==> config.mk <==
export PLATFORM = sky130hd
export DESIGN_NAME = orbit_camera_position_flat
export DESIGN_NICKNAME = d
export VERILOG_FILES = /design/src/rtl/ocp_pkg.sv /design/src/rtl/ocp_in_if.sv /design/src/rtl/ocp_out_if.sv /design/src/rtl/ocp_ctrl.sv /design/src/rtl/ocp_dpath.sv /design/src/rtl/orbit_camera_position.sv /design/src/flat_wrapper.sv
export SDC_FILE = /design/constraint.sdc
export NUM_CORES = 1
export LEC_CHECK = 0
export ABC_AREA = 1
export BUFFER_PORTS_ARGS = -buffer_cell sky130_fd_sc_hd__buf_2
export CORE_MARGIN = 1
export CORE_UTILIZATION = 64
export DETAILED_ROUTE_END_ITERATION = 8
export PLACE_DENSITY_LB_ADDON = 0.1
export SLEW_MARGIN = 40
export SYNTH_ARGS = -nofsm -noshare
export SYNTH_HDL_FRONTEND = slang
export SYNTH_HIERARCHICAL = 1
export SYNTH_SLANG_ARGS = --single-unit
==> constraint.sdc <==
create_clock -name clk_i -period 9.3 [get_ports clk_i]
set_input_delay 0 -clock clk_i [delete_from_list [all_inputs] [get_ports clk_i]]
set_output_delay 0 -clock clk_i [all_outputs]
set_load 0.05 [all_outputs]
==> src/rtl/ocp_pkg.sv <==
// ---------------------------------------------------------------------------
// ocp_pkg
// Shared widths, register indexes and controller command type.
// ---------------------------------------------------------------------------
package ocp_pkg;

  localparam int STEPS_PER_PI_DEF = 400;
  localparam int TRIG_BITS_DEF    = 16;

  localparam int MOVE_W = 11;
  localparam int POS_W  = 17;
  localparam int HDG_W  = 11;
  localparam int ELV_W  = 9;
  localparam int DIST_W = 16;
  localparam int LIM_W  = 8;

  localparam int CFG_IDX_W  = 1;
  localparam int CFG_DATA_W = DIST_W;

  localparam logic [CFG_IDX_W-1:0] REG_DISTANCE   = CFG_IDX_W'(0);
  localparam logic [CFG_IDX_W-1:0] REG_ELEV_LIMIT = CFG_IDX_W'(1);

  localparam logic [DIST_W-1:0] DIST_RESET = 16'd1280;
  localparam logic [LIM_W-1:0]  LIM_RESET  = 8'd199;

  typedef enum logic [1:0] {
    SEL_SE = 2'd0,
    SEL_CE = 2'd1,
    SEL_SH = 2'd2,
    SEL_CH = 2'd3
  } ang_sel_e;

  typedef struct packed {
    logic     load_angles;
    logic     rd_en;
    ang_sel_e sel;
    logic     mul_y;
    logic     mul_t;
    logic     mul_z;
    logic     mul_use_t;
    logic     load_out;
  } ocp_cmd_t;

endpackage

==> src/rtl/ocp_in_if.sv <==
// ---------------------------------------------------------------------------
// ocp_in_if
// Pointer move channel: valid/ready with dx, dy.
// ---------------------------------------------------------------------------
interface ocp_in_if;
  import ocp_pkg::*;

  logic                     valid;
  logic                     ready;
  logic signed [MOVE_W-1:0] dx;
  logic signed [MOVE_W-1:0] dy;

  modport source (output valid, output dx, output dy, input ready);
  modport sink   (input valid, input dx, input dy, output ready);
endinterface

==> src/rtl/ocp_out_if.sv <==
// ---------------------------------------------------------------------------
// ocp_out_if
// Eye position channel: valid/ready with position and angles.
// ---------------------------------------------------------------------------
interface ocp_out_if;
  import ocp_pkg::*;

  logic                    valid;
  logic                    ready;
  logic signed [POS_W-1:0] pos_x;
  logic signed [POS_W-1:0] pos_y;
  logic signed [POS_W-1:0] pos_z;
  logic signed [HDG_W-1:0] heading;
  logic signed [ELV_W-1:0] elevation;

  modport source (output valid, output pos_x, output pos_y, output pos_z,
                  output heading, output elevation, input ready);
  modport sink   (input valid, input pos_x, input pos_y, input pos_z,
                  input heading, input elevation, output ready);
endinterface

==> src/rtl/ocp_ctrl.sv <==
// ---------------------------------------------------------------------------
// ocp_ctrl
// Sequencer: angle update, four table reads, four shared multiplies.
// ---------------------------------------------------------------------------
module ocp_ctrl (
  input  logic             clk_i,
  input  logic             rst_ni,
  input  logic             in_valid_i,
  output logic             in_ready_o,
  input  logic             out_ready_i,
  output logic             out_valid_o,
  output ocp_pkg::ocp_cmd_t cmd_o
);
  import ocp_pkg::*;

  typedef enum logic [5:0] {
    S_IDLE = 6'b000001,
    S_RSE  = 6'b000010,
    S_RCE  = 6'b000100,
    S_RSH  = 6'b001000,
    S_RCH  = 6'b010000,
    S_OUT  = 6'b100000
  } state_e;

  state_e state_q, state_d;
  logic   out_valid_q, out_valid_d;

  always_comb begin
    state_d    = state_q;
    cmd_o      = '0;
    cmd_o.sel  = SEL_SE;
    in_ready_o = 1'b0;
    unique case (state_q)
      S_IDLE: begin
        in_ready_o = 1'b1;
        if (in_valid_i) begin
          cmd_o.load_angles = 1'b1;
          state_d           = S_RSE;
        end
      end
      S_RSE: begin
        cmd_o.rd_en = 1'b1;
        cmd_o.sel   = SEL_SE;
        state_d     = S_RCE;
      end
      S_RCE: begin
        cmd_o.rd_en = 1'b1;
        cmd_o.sel   = SEL_CE;
        cmd_o.mul_y = 1'b1;
        state_d     = S_RSH;
      end
      S_RSH: begin
        cmd_o.rd_en = 1'b1;
        cmd_o.sel   = SEL_SH;
        cmd_o.mul_t = 1'b1;
        state_d     = S_RCH;
      end
      S_RCH: begin
        cmd_o.rd_en     = 1'b1;
        cmd_o.sel       = SEL_CH;
        cmd_o.mul_z     = 1'b1;
        cmd_o.mul_use_t = 1'b1;
        state_d         = S_OUT;
      end
      S_OUT: begin
        cmd_o.mul_use_t = 1'b1;
        if (!out_valid_q || out_ready_i) begin
          cmd_o.load_out = 1'b1;
          state_d        = S_IDLE;
        end
      end
      default: state_d = S_IDLE;
    endcase
  end

  always_comb begin
    out_valid_d = out_valid_q;
    if (cmd_o.load_out) begin
      out_valid_d = 1'b1;
    end else if (out_ready_i) begin
      out_valid_d = 1'b0;
    end
  end

  always_ff @(posedge clk_i or negedge rst_ni) begin
    if (!rst_ni) begin
      state_q     <= S_IDLE;
      out_valid_q <= 1'b0;
    end else begin
      state_q     <= state_d;
      out_valid_q <= out_valid_d;
    end
  end

  assign out_valid_o = out_valid_q;

endmodule

==> src/rtl/ocp_dpath.sv <==
// ---------------------------------------------------------------------------
// ocp_dpath
// Angle state, sine ROM, shared multiplier and output register.
// ---------------------------------------------------------------------------
module ocp_dpath #(
  parameter int STEPS_PER_PI = ocp_pkg::STEPS_PER_PI_DEF,
  parameter int TRIG_BITS    = ocp_pkg::TRIG_BITS_DEF
) (
  input  logic                                clk_i,
  input  logic                                rst_ni,
  input  logic                                cfg_we_i,
  input  logic [ocp_pkg::CFG_IDX_W-1:0]       cfg_idx_i,
  input  logic [ocp_pkg::CFG_DATA_W-1:0]      cfg_data_i,
  input  logic signed [ocp_pkg::MOVE_W-1:0]   dx_i,
  input  logic signed [ocp_pkg::MOVE_W-1:0]   dy_i,
  input  ocp_pkg::ocp_cmd_t                   cmd_i,
  output logic signed [ocp_pkg::POS_W-1:0]    pos_x_o,
  output logic signed [ocp_pkg::POS_W-1:0]    pos_y_o,
  output logic signed [ocp_pkg::POS_W-1:0]    pos_z_o,
  output logic signed [ocp_pkg::HDG_W-1:0]    heading_o,
  output logic signed [ocp_pkg::ELV_W-1:0]    elevation_o
);
  import ocp_pkg::*;

  localparam int FULL      = 2 * STEPS_PER_PI;
  localparam int QUARTER   = STEPS_PER_PI / 2;
  localparam int FRAC      = TRIG_BITS - 1;
  localparam int ROM_DEPTH = QUARTER + 1;
  localparam int IW        = $clog2(ROM_DEPTH);
  localparam int AW        = $clog2(2 * FULL + 1025) + 1;
  localparam int HD_W      = $clog2(FULL + 1) + 1;
  localparam int EL_W      = $clog2(QUARTER + 1) + 1;
  localparam int PW        = DIST_W + TRIG_BITS;

  localparam logic signed [AW-1:0] FULL_A    = AW'(FULL);
  localparam logic signed [AW-1:0] STEPS_A   = AW'(STEPS_PER_PI);
  localparam logic signed [AW-1:0] QUARTER_A = AW'(QUARTER);
  localparam logic [PW:0]          RND_HALF  = (PW + 1)'(1) << (FRAC - 1);

  typedef logic [TRIG_BITS-1:0] rom_t [ROM_DEPTH];

  // Quarter-wave sine in Q(FRAC), Taylor series in Q2.30, products truncated.
  function automatic logic [TRIG_BITS-1:0] sine_entry(int unsigned m);
    logic [63:0] x;
    logic [63:0] s;
    logic [63:0] term;
    logic [63:0] v;
    logic [63:0] one;
    x    = (64'd3373259426 * 64'(m)) / 64'(STEPS_PER_PI);
    s    = x;
    term = x;
    one  = 64'd1 << FRAC;
    for (int n = 1; n <= 10; n++) begin
      term = (term * x) >> 30;
      term = ((term * x) >> 30) / 64'((2 * n) * (2 * n + 1));
      if ((n & 1) != 0) begin
        s = s - term;
      end else begin
        s = s + term;
      end
    end
    v = (s + (64'd1 << (29 - FRAC))) >> (30 - FRAC);
    if (v > one) begin
      v = one;
    end
    return TRIG_BITS'(v);
  endfunction

  function automatic rom_t build_rom();
    rom_t r;
    for (int k = 0; k < ROM_DEPTH; k++) begin
      r[k] = sine_entry(k);
    end
    return r;
  endfunction

  localparam rom_t SINE_ROM = build_rom();

  function automatic logic signed [POS_W-1:0] apply_sign(logic [DIST_W-1:0] mag,
                                                         logic neg);
    logic signed [POS_W-1:0] v;
    v = $signed({1'b0, mag});
    return neg ? -v : v;
  endfunction

  // Configuration
  logic [DIST_W-1:0] dist_q;
  logic [LIM_W-1:0]  lim_q;

  always_ff @(posedge clk_i or negedge rst_ni) begin
    if (!rst_ni) begin
      dist_q <= DIST_RESET;
      lim_q  <= LIM_RESET;
    end else if (cfg_we_i) begin
      unique case (cfg_idx_i)
        REG_DISTANCE:   dist_q <= cfg_data_i;
        REG_ELEV_LIMIT: lim_q  <= cfg_data_i[LIM_W-1:0];
      endcase
    end
  end

  // Angle update
  logic signed [HD_W-1:0] hd_q;
  logic signed [EL_W-1:0] el_q;
  logic signed [AW-1:0]   dx_a, dy_a, dx_s, dy_s, h_sum, h_new, e_sum, e_new;
  logic signed [AW-1:0]   lim_raw, lim_a;

  always_comb begin
    dx_a = AW'(dx_i);
    dy_a = AW'(dy_i);
    dx_s = (dx_a > FULL_A) ? FULL_A : ((dx_a < -FULL_A) ? -FULL_A : dx_a);
    dy_s = (dy_a > FULL_A) ? FULL_A : ((dy_a < -FULL_A) ? -FULL_A : dy_a);

    h_sum = AW'(hd_q) + dx_s;
    priority if (h_sum > FULL_A) begin
      h_new = h_sum - FULL_A;
    end else if (h_sum < -FULL_A) begin
      h_new = h_sum + FULL_A;
    end else begin
      h_new = h_sum;
    end

    lim_raw = $signed(AW'(lim_q));
    lim_a   = (lim_raw > QUARTER_A) ? QUARTER_A : lim_raw;
    e_sum   = AW'(el_q) + dy_s;
    priority if (e_sum > lim_a) begin
      e_new = lim_a;
    end else if (e_sum < -lim_a) begin
      e_new = -lim_a;
    end else begin
      e_new = e_sum;
    end
  end

  always_ff @(posedge clk_i or negedge rst_ni) begin
    if (!rst_ni) begin
      hd_q <= '0;
      el_q <= '0;
    end else if (cmd_i.load_angles) begin
      hd_q <= HD_W'(h_new);
      el_q <= EL_W'(e_new);
    end
  end

  // Table address: reduce to a half turn, sign from the half, mirror the quarter
  logic signed [AW-1:0] ang, red, half;
  logic                 rd_neg;
  logic [IW-1:0]        rd_idx;

  always_comb begin
    unique case (cmd_i.sel)
      SEL_SE: ang = AW'(el_q);
      SEL_CE: ang = AW'(el_q) + QUARTER_A;
      SEL_SH: ang = AW'(hd_q);
      SEL_CH: ang = AW'(hd_q) + QUARTER_A;
      default: ang = '0;
    endcase
    priority if (ang < 0) begin
      red = ang + FULL_A;
    end else if (ang >= FULL_A) begin
      red = ang - FULL_A;
    end else begin
      red = ang;
    end
    rd_neg = (red > STEPS_A);
    half   = rd_neg ? red - STEPS_A : red;
    rd_idx = ((half + half) <= STEPS_A) ? IW'(half) : IW'(STEPS_A - half);
  end

  logic [TRIG_BITS-1:0] rom_q;
  logic se_neg_q, ce_neg_q, sh_neg_q, ch_neg_q;

  always_ff @(posedge clk_i) begin
    if (cmd_i.rd_en) begin
      rom_q <= SINE_ROM[rd_idx];
    end
  end

  always_ff @(posedge clk_i) begin
    if (cmd_i.rd_en) begin
      unique case (cmd_i.sel)
        SEL_SE: se_neg_q <= rd_neg;
        SEL_CE: ce_neg_q <= rd_neg;
        SEL_SH: sh_neg_q <= rd_neg;
        SEL_CH: ch_neg_q <= rd_neg;
        default: ;
      endcase
    end
  end

  // Shared multiplier, rounded half up to FRAC bits
  logic [DIST_W-1:0] op_a, mag, t_q, y_mag_q, z_mag_q;
  logic [PW-1:0]     prod;
  logic [PW:0]       rnd_sum;

  assign op_a    = cmd_i.mul_use_t ? t_q : dist_q;
  assign prod    = op_a * rom_q;
  assign rnd_sum = {1'b0, prod} + RND_HALF;
  assign mag     = rnd_sum[FRAC +: DIST_W];

  always_ff @(posedge clk_i) begin
    if (cmd_i.mul_y) y_mag_q <= mag;
    if (cmd_i.mul_t) t_q     <= mag;
    if (cmd_i.mul_z) z_mag_q <= mag;
  end

  always_ff @(posedge clk_i) begin
    if (cmd_i.load_out) begin
      pos_x_o     <= apply_sign(mag, ce_neg_q ^ ch_neg_q);
      pos_y_o     <= apply_sign(y_mag_q, se_neg_q);
      pos_z_o     <= apply_sign(z_mag_q, ce_neg_q ^ sh_neg_q);
      heading_o   <= HDG_W'(hd_q);
      elevation_o <= ELV_W'(el_q);
    end
  end

endmodule

==> src/rtl/orbit_camera_position.sv <==
// ---------------------------------------------------------------------------
// orbit_camera_position
// Orbit camera: pointer moves in, eye position on a sphere out.
// ---------------------------------------------------------------------------
// Usage:
//   in_i   : one word per pointer move (dx, dy in pi/STEPS_PER_PI counts,
//            saturated to a full turn).
//   out_o  : one word per move: eye x/y/z in signed Q9.8 plus the heading
//            and elevation after the move.
//   cfg_*  : write-only registers, distance (index 0, Q8.8 radius) and
//            elevation_limit (index 1); write only while the block is idle.
// Sequence:
//   A move is accepted in the idle step, then runs through RSE, RCE, RSH,
//   RCH and OUT before its result is registered; no new move is taken until
//   the block is back in idle. The single sine ROM port and the one shared
//   multiplier set this order: four lookups and four multiplies run in series.
// Reset:
//   heading and elevation go to zero, distance to 5.0, limit to 199.
// Stall:
//   a result waits in the output register; the next move is still taken
//   and runs until its final multiply, where it holds until out_o drains.
// ---------------------------------------------------------------------------
module orbit_camera_position #(
  parameter int STEPS_PER_PI = ocp_pkg::STEPS_PER_PI_DEF,
  parameter int TRIG_BITS    = ocp_pkg::TRIG_BITS_DEF
) (
  input  logic                           clk_i,
  input  logic                           rst_ni,
  input  logic                           cfg_we_i,
  input  logic [ocp_pkg::CFG_IDX_W-1:0]  cfg_idx_i,
  input  logic [ocp_pkg::CFG_DATA_W-1:0] cfg_data_i,
  ocp_in_if.sink                         in_i,
  ocp_out_if.source                      out_o
);
  import ocp_pkg::*;

  ocp_cmd_t cmd;

  // Sequencer; it owns the input ready and the output valid.
  ocp_ctrl u_ocp_ctrl (
    .clk_i       (clk_i),
    .rst_ni      (rst_ni),
    .in_valid_i  (in_i.valid),
    .in_ready_o  (in_i.ready),
    .out_ready_i (out_o.ready),
    .out_valid_o (out_o.valid),
    .cmd_o       (cmd)
  );

  // Angles, sine table, multiplier and output payload register.
  ocp_dpath #(
    .STEPS_PER_PI (STEPS_PER_PI),
    .TRIG_BITS    (TRIG_BITS)
  ) u_ocp_dpath (
    .clk_i       (clk_i),
    .rst_ni      (rst_ni),
    .cfg_we_i    (cfg_we_i),
    .cfg_idx_i   (cfg_idx_i),
    .cfg_data_i  (cfg_data_i),
    .dx_i        (in_i.dx),
    .dy_i        (in_i.dy),
    .cmd_i       (cmd),
    .pos_x_o     (out_o.pos_x),
    .pos_y_o     (out_o.pos_y),
    .pos_z_o     (out_o.pos_z),
    .heading_o   (out_o.heading),
    .elevation_o (out_o.elevation)
  );

endmodule

==> src/flat_wrapper.sv <==
// flat-port wrapper written by rule: the top's interface ports become plain ports
module orbit_camera_position_flat import ocp_pkg::*;
#(
  parameter int STEPS_PER_PI = ocp_pkg::STEPS_PER_PI_DEF,
  parameter int TRIG_BITS    = ocp_pkg::TRIG_BITS_DEF
)
  (clk_i, rst_ni, cfg_we_i, cfg_idx_i, cfg_data_i, in_i_valid, in_i_dx, in_i_dy, in_i_ready, out_o_valid, out_o_pos_x, out_o_pos_y, out_o_pos_z, out_o_heading, out_o_elevation, out_o_ready);
  ocp_in_if in_i_i ();
  ocp_out_if out_o_i ();
  input  logic clk_i;
  input  logic rst_ni;
  input  logic cfg_we_i;
  input  logic [ocp_pkg::CFG_IDX_W-1:0] cfg_idx_i;
  input  logic [ocp_pkg::CFG_DATA_W-1:0] cfg_data_i;
  input wire logic [$bits(in_i_i.valid)-1:0] in_i_valid;
  input wire logic [$bits(in_i_i.dx)-1:0] in_i_dx;
  input wire logic [$bits(in_i_i.dy)-1:0] in_i_dy;
  output wire logic [$bits(in_i_i.ready)-1:0] in_i_ready;
  output wire logic [$bits(out_o_i.valid)-1:0] out_o_valid;
  output wire logic [$bits(out_o_i.pos_x)-1:0] out_o_pos_x;
  output wire logic [$bits(out_o_i.pos_y)-1:0] out_o_pos_y;
  output wire logic [$bits(out_o_i.pos_z)-1:0] out_o_pos_z;
  output wire logic [$bits(out_o_i.heading)-1:0] out_o_heading;
  output wire logic [$bits(out_o_i.elevation)-1:0] out_o_elevation;
  input wire logic [$bits(out_o_i.ready)-1:0] out_o_ready;
  assign in_i_i.valid = in_i_valid;
  assign in_i_i.dx = in_i_dx;
  assign in_i_i.dy = in_i_dy;
  assign in_i_ready = in_i_i.ready;
  assign out_o_valid = out_o_i.valid;
  assign out_o_pos_x = out_o_i.pos_x;
  assign out_o_pos_y = out_o_i.pos_y;
  assign out_o_pos_z = out_o_i.pos_z;
  assign out_o_heading = out_o_i.heading;
  assign out_o_elevation = out_o_i.elevation;
  assign out_o_i.ready = out_o_ready;
  orbit_camera_position #(.STEPS_PER_PI(STEPS_PER_PI), .TRIG_BITS(TRIG_BITS)) u_core (.clk_i(clk_i), .rst_ni(rst_ni), .cfg_we_i(cfg_we_i), .cfg_idx_i(cfg_idx_i), .cfg_data_i(cfg_data_i), .in_i(in_i_i), .out_o(out_o_i));
endmodule
**Yosys cells after proc, flatten, opt, wreduce, memory -nomap -nowiden**

Memories as Yosys holds them, arrays and structs flattened. A register that Yosys moved wholly into a read port is not among the register bits.
Index checks and enable logic that the tools add are counted.

- $add $sub $neg: 16
- Multipliers: 1
- Order comparisons: 13
- Equal/unequal tests: 11
- Muxes and demuxes: 33
- Bitwise gates (word level): 4
- Reductions and logical operators: 12

Operators by type and width:

| kind | count |
|---|---|
| $mux W13 | 7 |
| $mux W16 | 4 |
| $pmux W13 S4 | 1 |
| $neg A16 Y17 | 3 |
| $pmux W6 S6 | 1 |
| $add A31 B15 Y31 const B | 1 |
| $mul A16 B16 Y31 | 1 |
| $gt A11 B11 Y1 const B | 2 |
| $lt A11 B11 Y1 const B | 2 |
| $mux W11 | 2 |
| $mux W9 | 2 |
| $mux W8 | 2 |
| $reduce_and A2 Y1 | 7 |
| $add A11 B13 Y13 | 1 |
| $add A13 B11 Y13 const B | 1 |
| $add A13 B13 Y13 | 1 |
| $add A9 B13 Y13 | 1 |
| $ge A13 B11 Y1 const B | 1 |
| $gt A13 B10 Y1 const B | 1 |
| $gt A13 B11 Y1 const B | 1 |
| $gt A13 B9 Y1 | 1 |
| $le A13 B10 Y1 const B | 1 |
| $lt A13 B1 Y1 const B | 1 |
| $lt A13 B11 Y1 const B | 1 |
| other kinds (30) | 44 |

- Register bits: 174
- Memory bits (read-only): 4096
- Input bits: 44
- Output and inout bits: 73
- Word-level logic and storage cells: 112
- Memories: 1

Memories:

| memory | depth | bits a word | rd ports | clocked after memory_dff | write ports | RTL line | text |
|---|---|---|---|---|---|---|---|
| (no name shown) | 256 | 16 | 1 | 1 | 0 | ocp_dpath.sv:175 | `rom_q <= SINE_ROM[rd_idx];` |

**Logic depth before layout (Yosys ltp)**

Gate-level depths: netlist of the first run.

- Depth in word-level cells: 13
- Gate-level depth with buffers: 48

**By module**

Netlist of the first run, hierarchy kept.

Modules (own cells, without submodules):

| module | instances | cells an instance | area each (µm²) |
|---|---|---|---|
| ocp_dpath | 1 | 2796 | 21804.7 |
| ocp_ctrl | 1 | 56 | 427.9 |

**Worst setup path after synthesis of the first run**

OpenSTA, ideal clock, no wires.

- Path type: flip-flop to flip-flop
- From: register u_core.u_ocp_ctrl.state_q[0]
- To: register u_core/u_ocp_dpath/pos_x_o[13] (netlist bit) (data pin)
- Data arrival time: 7.320 ns
- Path slack: 1.722 ns
- Cell stages (with the launch flop): 42
- Buffers on the path: 3
- Clock period less this slack: 7.578 ns
- Path through: dfstp_2 nor2_4 nand3_2 nand2_1 clkbuf_1 inv_1 clkbuf_1 or2_2 nand2_1 inv_1 clkbuf_1 nand2_1 fa_1 inv_1 fa_1 inv_1 fa_1 inv_1 [6 not listed] a21oi_1 nor2_1 nor2_1 nand2_1 nand2_1 nand2_1 nand3_1 nand2_1 nand2_1 nand3_1 nand2_1 xor2_1 inv_1 nor2_1 inv_1 o21ai_0 nand2_1 xor2_1

RTL lines:

| element | RTL line | text |
|---|---|---|
| from (decl) | ocp_ctrl.sv:25 | `state_e state_q, state_d;` |
| from (signal assigned) | ocp_ctrl.sv:90 | `state_q <= state_d;` |
| to (signal assigned) | ocp_dpath.sv:209 | `pos_x_o <= apply_sign(mag, ce_neg_q ^ ch_neg_q);` |
| to (decl) | ocp_dpath.sv:17 | `output logic signed [ocp_pkg::POS_W-1:0] pos_x_o,` |

==> flow_summary.ini, run 1 <==
[run_status]
outcome = finished, final reports clean

[floorplanning]
pin_count = 117
chipHeight_um = 188
die_area_um2 = 35500
coreArea_um2 = 33900
initial_core_util = 0.656
num_rows = 67
die_w_um = 188

[setup_path]
endpoint_kind = flop
critPathMaxFanout = 18
crit_family = adder cells
cpMostUsedCell = inv_1
cp.depth = 34
worst_r2r_path_depth = 34
cp_data_arrival_time_ns = 8.97
crit_path_max_incr_delay_ns = 0.53
crit_path_start_kind = flop
worst_ep_required_time_ns = 9.52
path_class = flop to flop
worst-path-buf-inv = 8
startpoint = u_core/u_ocp_ctrl/state_q[2]$_DFFE_PN0P_
cpMaxStageDelayCell = fa_1
r2r_start = u_core/u_ocp_ctrl/state_q[2]$_DFFE_PN0P_

[global_routing]
grt-ovfl-total = 0
grt_max_degree = 72
use_met1 = 0.477
antenna_found_initial = 0
top_usage_layer = met2
grtUsageTotal = 0.386
grt_pass1_wl_um = 107000
met2_usage = 0.647
grt_pass1_vias = 20300
met3_usage = 0.0777

[placement]
portBuffers = 116
routabilityCongestion = 1.04
dp_hpwl_um = 50700

[route]
drt_iter0_drc = 1973
avgRoutedWirePerCell_um = 19.6
wl_um = 66700
first_pass_iters = 7
detail_route.vias_per_cell = 5.90
postRouteAntennaNets = 0
drc_errors = 0
num_vias = 20000

[cts]
cts_root_buf = clkbuf_16
cts.sinks = 190
cts_tree = yes
insertion_delay_ns = 0.47
post_cts_buffers = 0
cts_buffer_depth = 2
path_clk_slew_ns = 0.09
cts.htree.levels = 4
cts_buffers = 17

[yosys]
synth_compound_area_frac = 0.0745
yosysSeqAreaShare = 0.246
ys_warn_count = 6
async_flop_share = 0.268
synth_adder_area_share = 0.281
synth.net_count = 3278
synthXorXnorAreaFrac = 0.0387
synthFlopType = edfxtp_1
netlist_area_um2 = 22200
ys_types = 59
synth.avg_cell_area_um2 = 7.80
synth_seq_cells = 190
syn_inst = 2852
synth-simple-area-share = 0.251
synth_top_family_by_area = adder cells
synthMuxAreaShare = 0.00405
synth_edf_count = 139

[timing]
min_period_over_period = 0.940
relSlewSlack = 0.429
rsz0062_at_grt = no
fin_worst_skew_ns = 0.0173
slew_violations = 0
fmax_ghz = 0.114
fin_crit_ns = 8.74
tightest_slew_ns = 0.853
hold_viol = 0
setup_tns_ns = 0
setup_viol = 0

[cells_and_area]
final_layout_size_suffix_gt1_frac = 0.104
diodes = 0
layout_commonest_cell = nand2_1
seqCellArea_um2 = 5460
fillCellCount = 2686
layout_common_cells = nand2_1 (731), inv_1 (475), nor2_1 (222)
fin_nets = 3358
multiInputGateArea_um2 = 14400
syn_to_final_growth_pct = 7.27

[flow_run]
maxCapViolCount = 0

[hold_path]
worst_hold_path_type = primary input to flop
worstHoldStart = in_i_dx[0]
whs_path_depth = 6
==> final cells by class <==
| class | count | area share |
|---|---|---|
| clock buffers | 18 | 0.0189 |
| flip-flops and latches | 190 | 0.229 |
| inverters | 506 | 0.0796 |
| clock inverters | 14 | 0.00808 |
| well taps | 448 | 0.0235 |
| repair buffers | 145 | 0.0356 |
| multi-input cells | 2072 | 0.605 |
==> final timing paths <==
check                      slack (ns)                                  endpoint
max in group asynchronous        8.68  u_core/u_ocp_ctrl/state_q[4]$_DFFE_PN0P_
max reg2reg                      0.56  u_core/u_ocp_dpath/pos_x_o[14]$_DFFE_PP_
max                              0.56  u_core/u_ocp_dpath/pos_x_o[14]$_DFFE_PP_
min                              0.07    u_core/u_ocp_dpath/hd_q[0]$_DFFE_PN0P_
min reg2reg                      0.49   u_core/u_ocp_dpath/pos_z_o[0]$_DFFE_PP_
min in group asynchronous        0.19    u_core/u_ocp_dpath/el_q[2]$_DFFE_PN0P_
==> sequential cells by signal, indices dropped and copies added (netlist names) <==
name and cells:
u_core/u_ocp_dpath/rom_q 16, u_core/u_ocp_dpath/ch_neg_q 1, u_core/u_ocp_dpath/hd_q 11, u_core/u_ocp_dpath/lim_q 8
u_core/u_ocp_dpath/dist_q 16, u_core/u_ocp_ctrl/out_valid_o 1, u_core/u_ocp_dpath/heading_o 11, u_core/u_ocp_dpath/elevation_o 9
u_core/u_ocp_ctrl/state_q 6, u_core/u_ocp_dpath/sh_neg_q 1, u_core/u_ocp_dpath/pos_y_o 17, u_core/u_ocp_dpath/pos_z_o 17
u_core/u_ocp_dpath/se_neg_q 1, u_core/u_ocp_dpath/pos_x_o 17, u_core/u_ocp_dpath/z_mag_q 16, u_core/u_ocp_dpath/el_q 9
u_core/u_ocp_dpath/t_q 16, u_core/u_ocp_dpath/y_mag_q 16, u_core/u_ocp_dpath/ce_neg_q 1
==> cells by family after synthesis <==
group	count (synthesis)
adders and majority gates	382
DFF	190
buffers and inverters	590
muxes	8
and+or+nand+nor	1290
xor gates and xnor gates	96
AOI/OAI and AO/OA	296
==> routing by layer <==
metal	wire length, um	up-vias
met5	0	-
li1	-	9148
met1	25600	9473
met4	3270	0
met2	31700	1165
met3	6090	233
==> per-stage QoR <==
step / cell area (um2) / hold WS, ns / utilization / instances / worst slack [ns]
CTS: 23800 / 0.0487 / 0.704 / 3393 / 0.495
global placement: 23000 / 0.131 / 0.679 / 3342 / 0.996
finish: 23800 / 0.0714 / 0.704 / 3393 / 0.557
global route: 23800 / 0.109 / 0.704 / 3393 / 0.0897
detailed placement: 23000 / 0.137 / 0.679 / 3342 / 0.671
floorplan: 22200 / -0.296 / - / 2852 / 1.72
==> tightest hold or removal path: stages <==
cell and delay (ns):
buf_2 0.07, inv_1 0.05, nor2_1 0.10, ha_1 0.16
nand2_1 0.05, nand2_1 0.06
==> repair_timing <==
action	4_1_cts	5_1_grt
hold endpoints to repair	71	0
hold buffers	19	0
resized for setup	0	2
endpoints found under the setup margin	0	7
==> cell usage after synthesis (8+ instances only) <==
cell type	n	area, um2
inv_2	26	97.6
nand4_1	24	150
nand3_2	9	90.1
mux2_2	8	90.1
nand2_2	23	144
a21o_1	9	67.6
o211ai_1	8	60.1
xnor2_1	21	184
nand3_1	171	856
xor2_1	74	648
a21oi_1	96	480
fa_1	195	3900
nor2_1	223	837
nor2_4	9	101
edfxtp_1	139	4170
nor3_1	31	155
or2_2	34	213
o31ai_1	14	105
ha_1	187	2340
buf_2	11	55.1
clkbuf_1	45	169
o21ai_1	42	210
nor2_2	14	87.6
o21ai_0	90	450
dfstp_2	8	210
nand2_1	732	2750
buf_4	18	135
dfrtp_1	43	1080
inv_1	475	1780
Power of run 1 is not shown: default switching activity piles up to over one toggle a cycle in this logic, so the estimate is an artifact.
==> run 2, diff against run 1 <==
--- a/config.mk
+++ b/config.mk
@@ -5,7 +5,6 @@
 export SDC_FILE = /design/constraint.sdc
 export NUM_CORES = 1
 export LEC_CHECK = 0
-export ABC_AREA = 1
 export BUFFER_PORTS_ARGS = -buffer_cell sky130_fd_sc_hd__buf_2
 export CORE_MARGIN = 1
 export CORE_UTILIZATION = 64
==> run 2 against run 1 <==
  * Sequential share of layout area shrank 0.49 points
  * Flip-flop and latch count unchanged
  * First-iteration DRC count fell by 2.7%
  * Clock skew increased by 0.0041 ns
  * Via count decreased by 3.4%
  * Worst setup slack worse by 0.11 ns
  * Worst hold slack worse by 0.0041 ns
==> flow_summary.ini, run 2 <==
[run_status]
outcome = finished, final reports clean

[cells_and_area]
fillCellCount = 2583
final_layout_size_suffix_gt1_frac = 0.130
finalNonFillerCells = 3002
postLayoutCoreUtil = 0.707
syn_to_final_growth_pct = 8.73
reg.largest.list = u_core/u_ocp_dpath/pos_x_o: 17 flops, u_core/u_ocp_dpath/pos_y_o: 17 flops, u_core/u_ocp_dpath/pos_z_o: 17 flops
fin_nets = 2958
stdcell_area_um2 = 24400
layout_common_cells = nand2_1 (302), inv_1 (279), fa_1 (195)
layout_commonest_cell = nand2_1

[timing]
rsz0062_at_grt = no
fin_crit_ns = 8.85
slew_violations = 0
setup_tns_ns = 0
hold_viol = 0
setup_viol = 0
fmax_ghz = 0.113
fin_worst_skew_ns = 0.0214
tightest_slew_ns = 0.863
min_period_over_period = 0.952
relSlewSlack = 0.421

[route]
postRouteAntennaNets = 0
drt_iter0_drc = 1919
drc_errors = 0
first_pass_iters = 7
avgRoutedWirePerCell_um = 21.8
detail_route.vias_per_cell = 6.44
wl_um = 65600
num_vias = 19300

[floorplanning]
num_rows = 68
coreArea_um2 = 34500
initial_core_util = 0.650
die_area_um2 = 35800
chipHeight_um = 189
die_w_um = 189
pin_count = 117

[global_routing]
grt_max_degree = 72
grt_pass1_vias = 19400
grt_pass1_wl_um = 104000
grtUsageTotal = 0.373
grt-ovfl-total = 0
antenna_found_initial = 1

[yosys]
synth_edf_count = 139
netlist_area_um2 = 22400
synth_seq_cells = 190
ys_types = 102
synthFlopType = edfxtp_1
syn_inst = 2445
synth.net_count = 2871
ys_warn_count = 6
yosysSeqAreaShare = 0.244
synth_area_leaders = edfxtp_1 (19%), fa_1 (17%), ha_1 (10%)
async_flop_share = 0.268
ys_top_cells_by_count = nand2_1 (302), inv_1 (279), fa_1 (195)
synth.avg_cell_area_um2 = 9.17
synth_top_area_share = 0.186
post-synth-top-count-cell = nand2_1
synth_top_cell_by_area = edfxtp_1

[placement]
routabilityCongestion = 1.00
dpl_cell_area_um2 = 23500
dp_hpwl_um = 48500
portBuffers = 116
dpl.cell_count = 2948

[setup_path]
crit_path_max_incr_delay_ns = 0.54
crit_family = adder cells
r2r_end = u_core/u_ocp_dpath/pos_x_o[15]$_DFFE_PP_
endpoint_kind = flop
cpMaxStageDelayCell = fa_1
r2r_start = u_core/u_ocp_ctrl/state_q[2]$_DFFE_PN0P_
worst_r2r_path_depth = 32
worst_ep_required_time_ns = 9.49
r2r_setup_slack_ns = 0.45
path_class = flop to flop
worst-path-buf-inv = 7
crit_path_start_kind = flop
cp_data_arrival_time_ns = 9.04
critPathMaxFanout = 16

[hold_path]
whs_path_depth = 4
hold_end = u_core/u_ocp_dpath/hd_q[0]$_DFFE_PN0P_
worst_hold_path_type = primary input to flop
worstHoldStart = in_i_dx[0]

[cts]
cts_buffer_depth = 2
cts.sinks = 190
path_clk_slew_ns = 0.08
cts_buffers = 17
insertion_delay_ns = 0.46
cts_tree = yes
cts.htree.levels = 4
cts_root_buf = clkbuf_16

[flow_run]
maxCapViolCount = 0
run 2: changes by cell type after synthesis, moves of 24 or more:
cell / delta
nand2_1: -430
clkbuf_1: +24
and2_1: +105
mux2_2: +50
o21ai_0: +33
or2_2: -30
inv_2: -24
nand3_1: -126
nor2_1: -108
xnor2_1: +61
xor2_1: -48
a211oi_1: +25
inv_1: -196
o21ai_1: -28
run 2: kinds of logic after synthesis:
kind of cell             Yosys count  share of synthesized area
XOR/XNOR                         110                     0.0442
flip-flops                       190                      0.244
multiplexers                      72                     0.0364
AO/OA/AOI/OAI                    535                      0.160
buffers and inverters            409                     0.0755
adder cells (fa/ha/maj)          382                      0.279
AND/OR/NAND/NOR                  747                      0.162
run 2: repair_timing:
item / CTS / global route
gates resized for setup: 0 / 11
hold buffers: 19 / 0
endpoints found under the setup margin: 0 / 16
setup buffers: 0 / 1
endpoints found under the hold margin: 71 / 0
run 2: worst max-delay path by stage:
stage | slack [ns] | startpoint | end | depth (start not counted)
after floorplan | 0.62 | u_core/u_ocp_ctrl/state_q[3]$_DFFE_PN0P_ | u_core/u_ocp_dpath/pos_x_o[15]$_DFFE_PP_ | 35
after global routing | 0.06 | u_core/u_ocp_ctrl/state_q[2]$_DFFE_PN0P_ | u_core/u_ocp_dpath/pos_x_o[15]$_DFFE_PP_ | 32
final | 0.45 | u_core/u_ocp_ctrl/state_q[2]$_DFFE_PN0P_ | u_core/u_ocp_dpath/pos_x_o[15]$_DFFE_PP_ | 32
after detailed placement | 0.02 | u_core/u_ocp_ctrl/state_q[2]$_DFFE_PN0P_ | u_core/u_ocp_dpath/pos_x_o[15]$_DFFE_PP_ | 32
after global placement | 0.42 | u_core/u_ocp_ctrl/state_q[2]$_DFFE_PN0P_ | u_core/u_ocp_dpath/pos_x_o[15]$_DFFE_PP_ | 32
after CTS | 0.02 | u_core/u_ocp_ctrl/state_q[2]$_DFFE_PN0P_ | u_core/u_ocp_dpath/pos_x_o[15]$_DFFE_PP_ | 32
run 2: routing by layer:
layer	share of wire	global-route usage	routed length, um	up-vias
met1	0.39	0.472	25300	9340
met5	0	0	0	-
met3	0.091	0.0675	5940	224
li1	-	-	-	8651
met2	0.48	0.614	31200	1130
met4	0.048	0.190	3160	0
run 2: final cells by class:
type                       instances  area [um2]  share of cell area
sequential                       190        5460               0.224
multi-input combinational       1846       15300               0.630
clock inverter                    15         231             0.00950
inverter                         285        1080              0.0444
clock buffer                      17         425              0.0175
antenna                            2        5.00            0.000205
timing repair buffer             192        1240              0.0510
tap                              455         569              0.0234
run 2: worst min-delay path, cell delays in order:
cell and delay, ns:
buf_2 0.08, and2_1 0.11, ha_1 0.15, mux2_2 0.15
run 2: per-stage QoR:
stage	worst slack [ns]	hold slack (ns)
2_1_floorplan	0.619	-0.296
3_5_place_dp	0.0236	0.174
4_1_cts	0.0162	0.0431
5_1_grt	0.0619	0.0850
6_report	0.451	0.0673
3_3_place_gp	0.417	0.156
Power of run 2 is left out for the same reason.
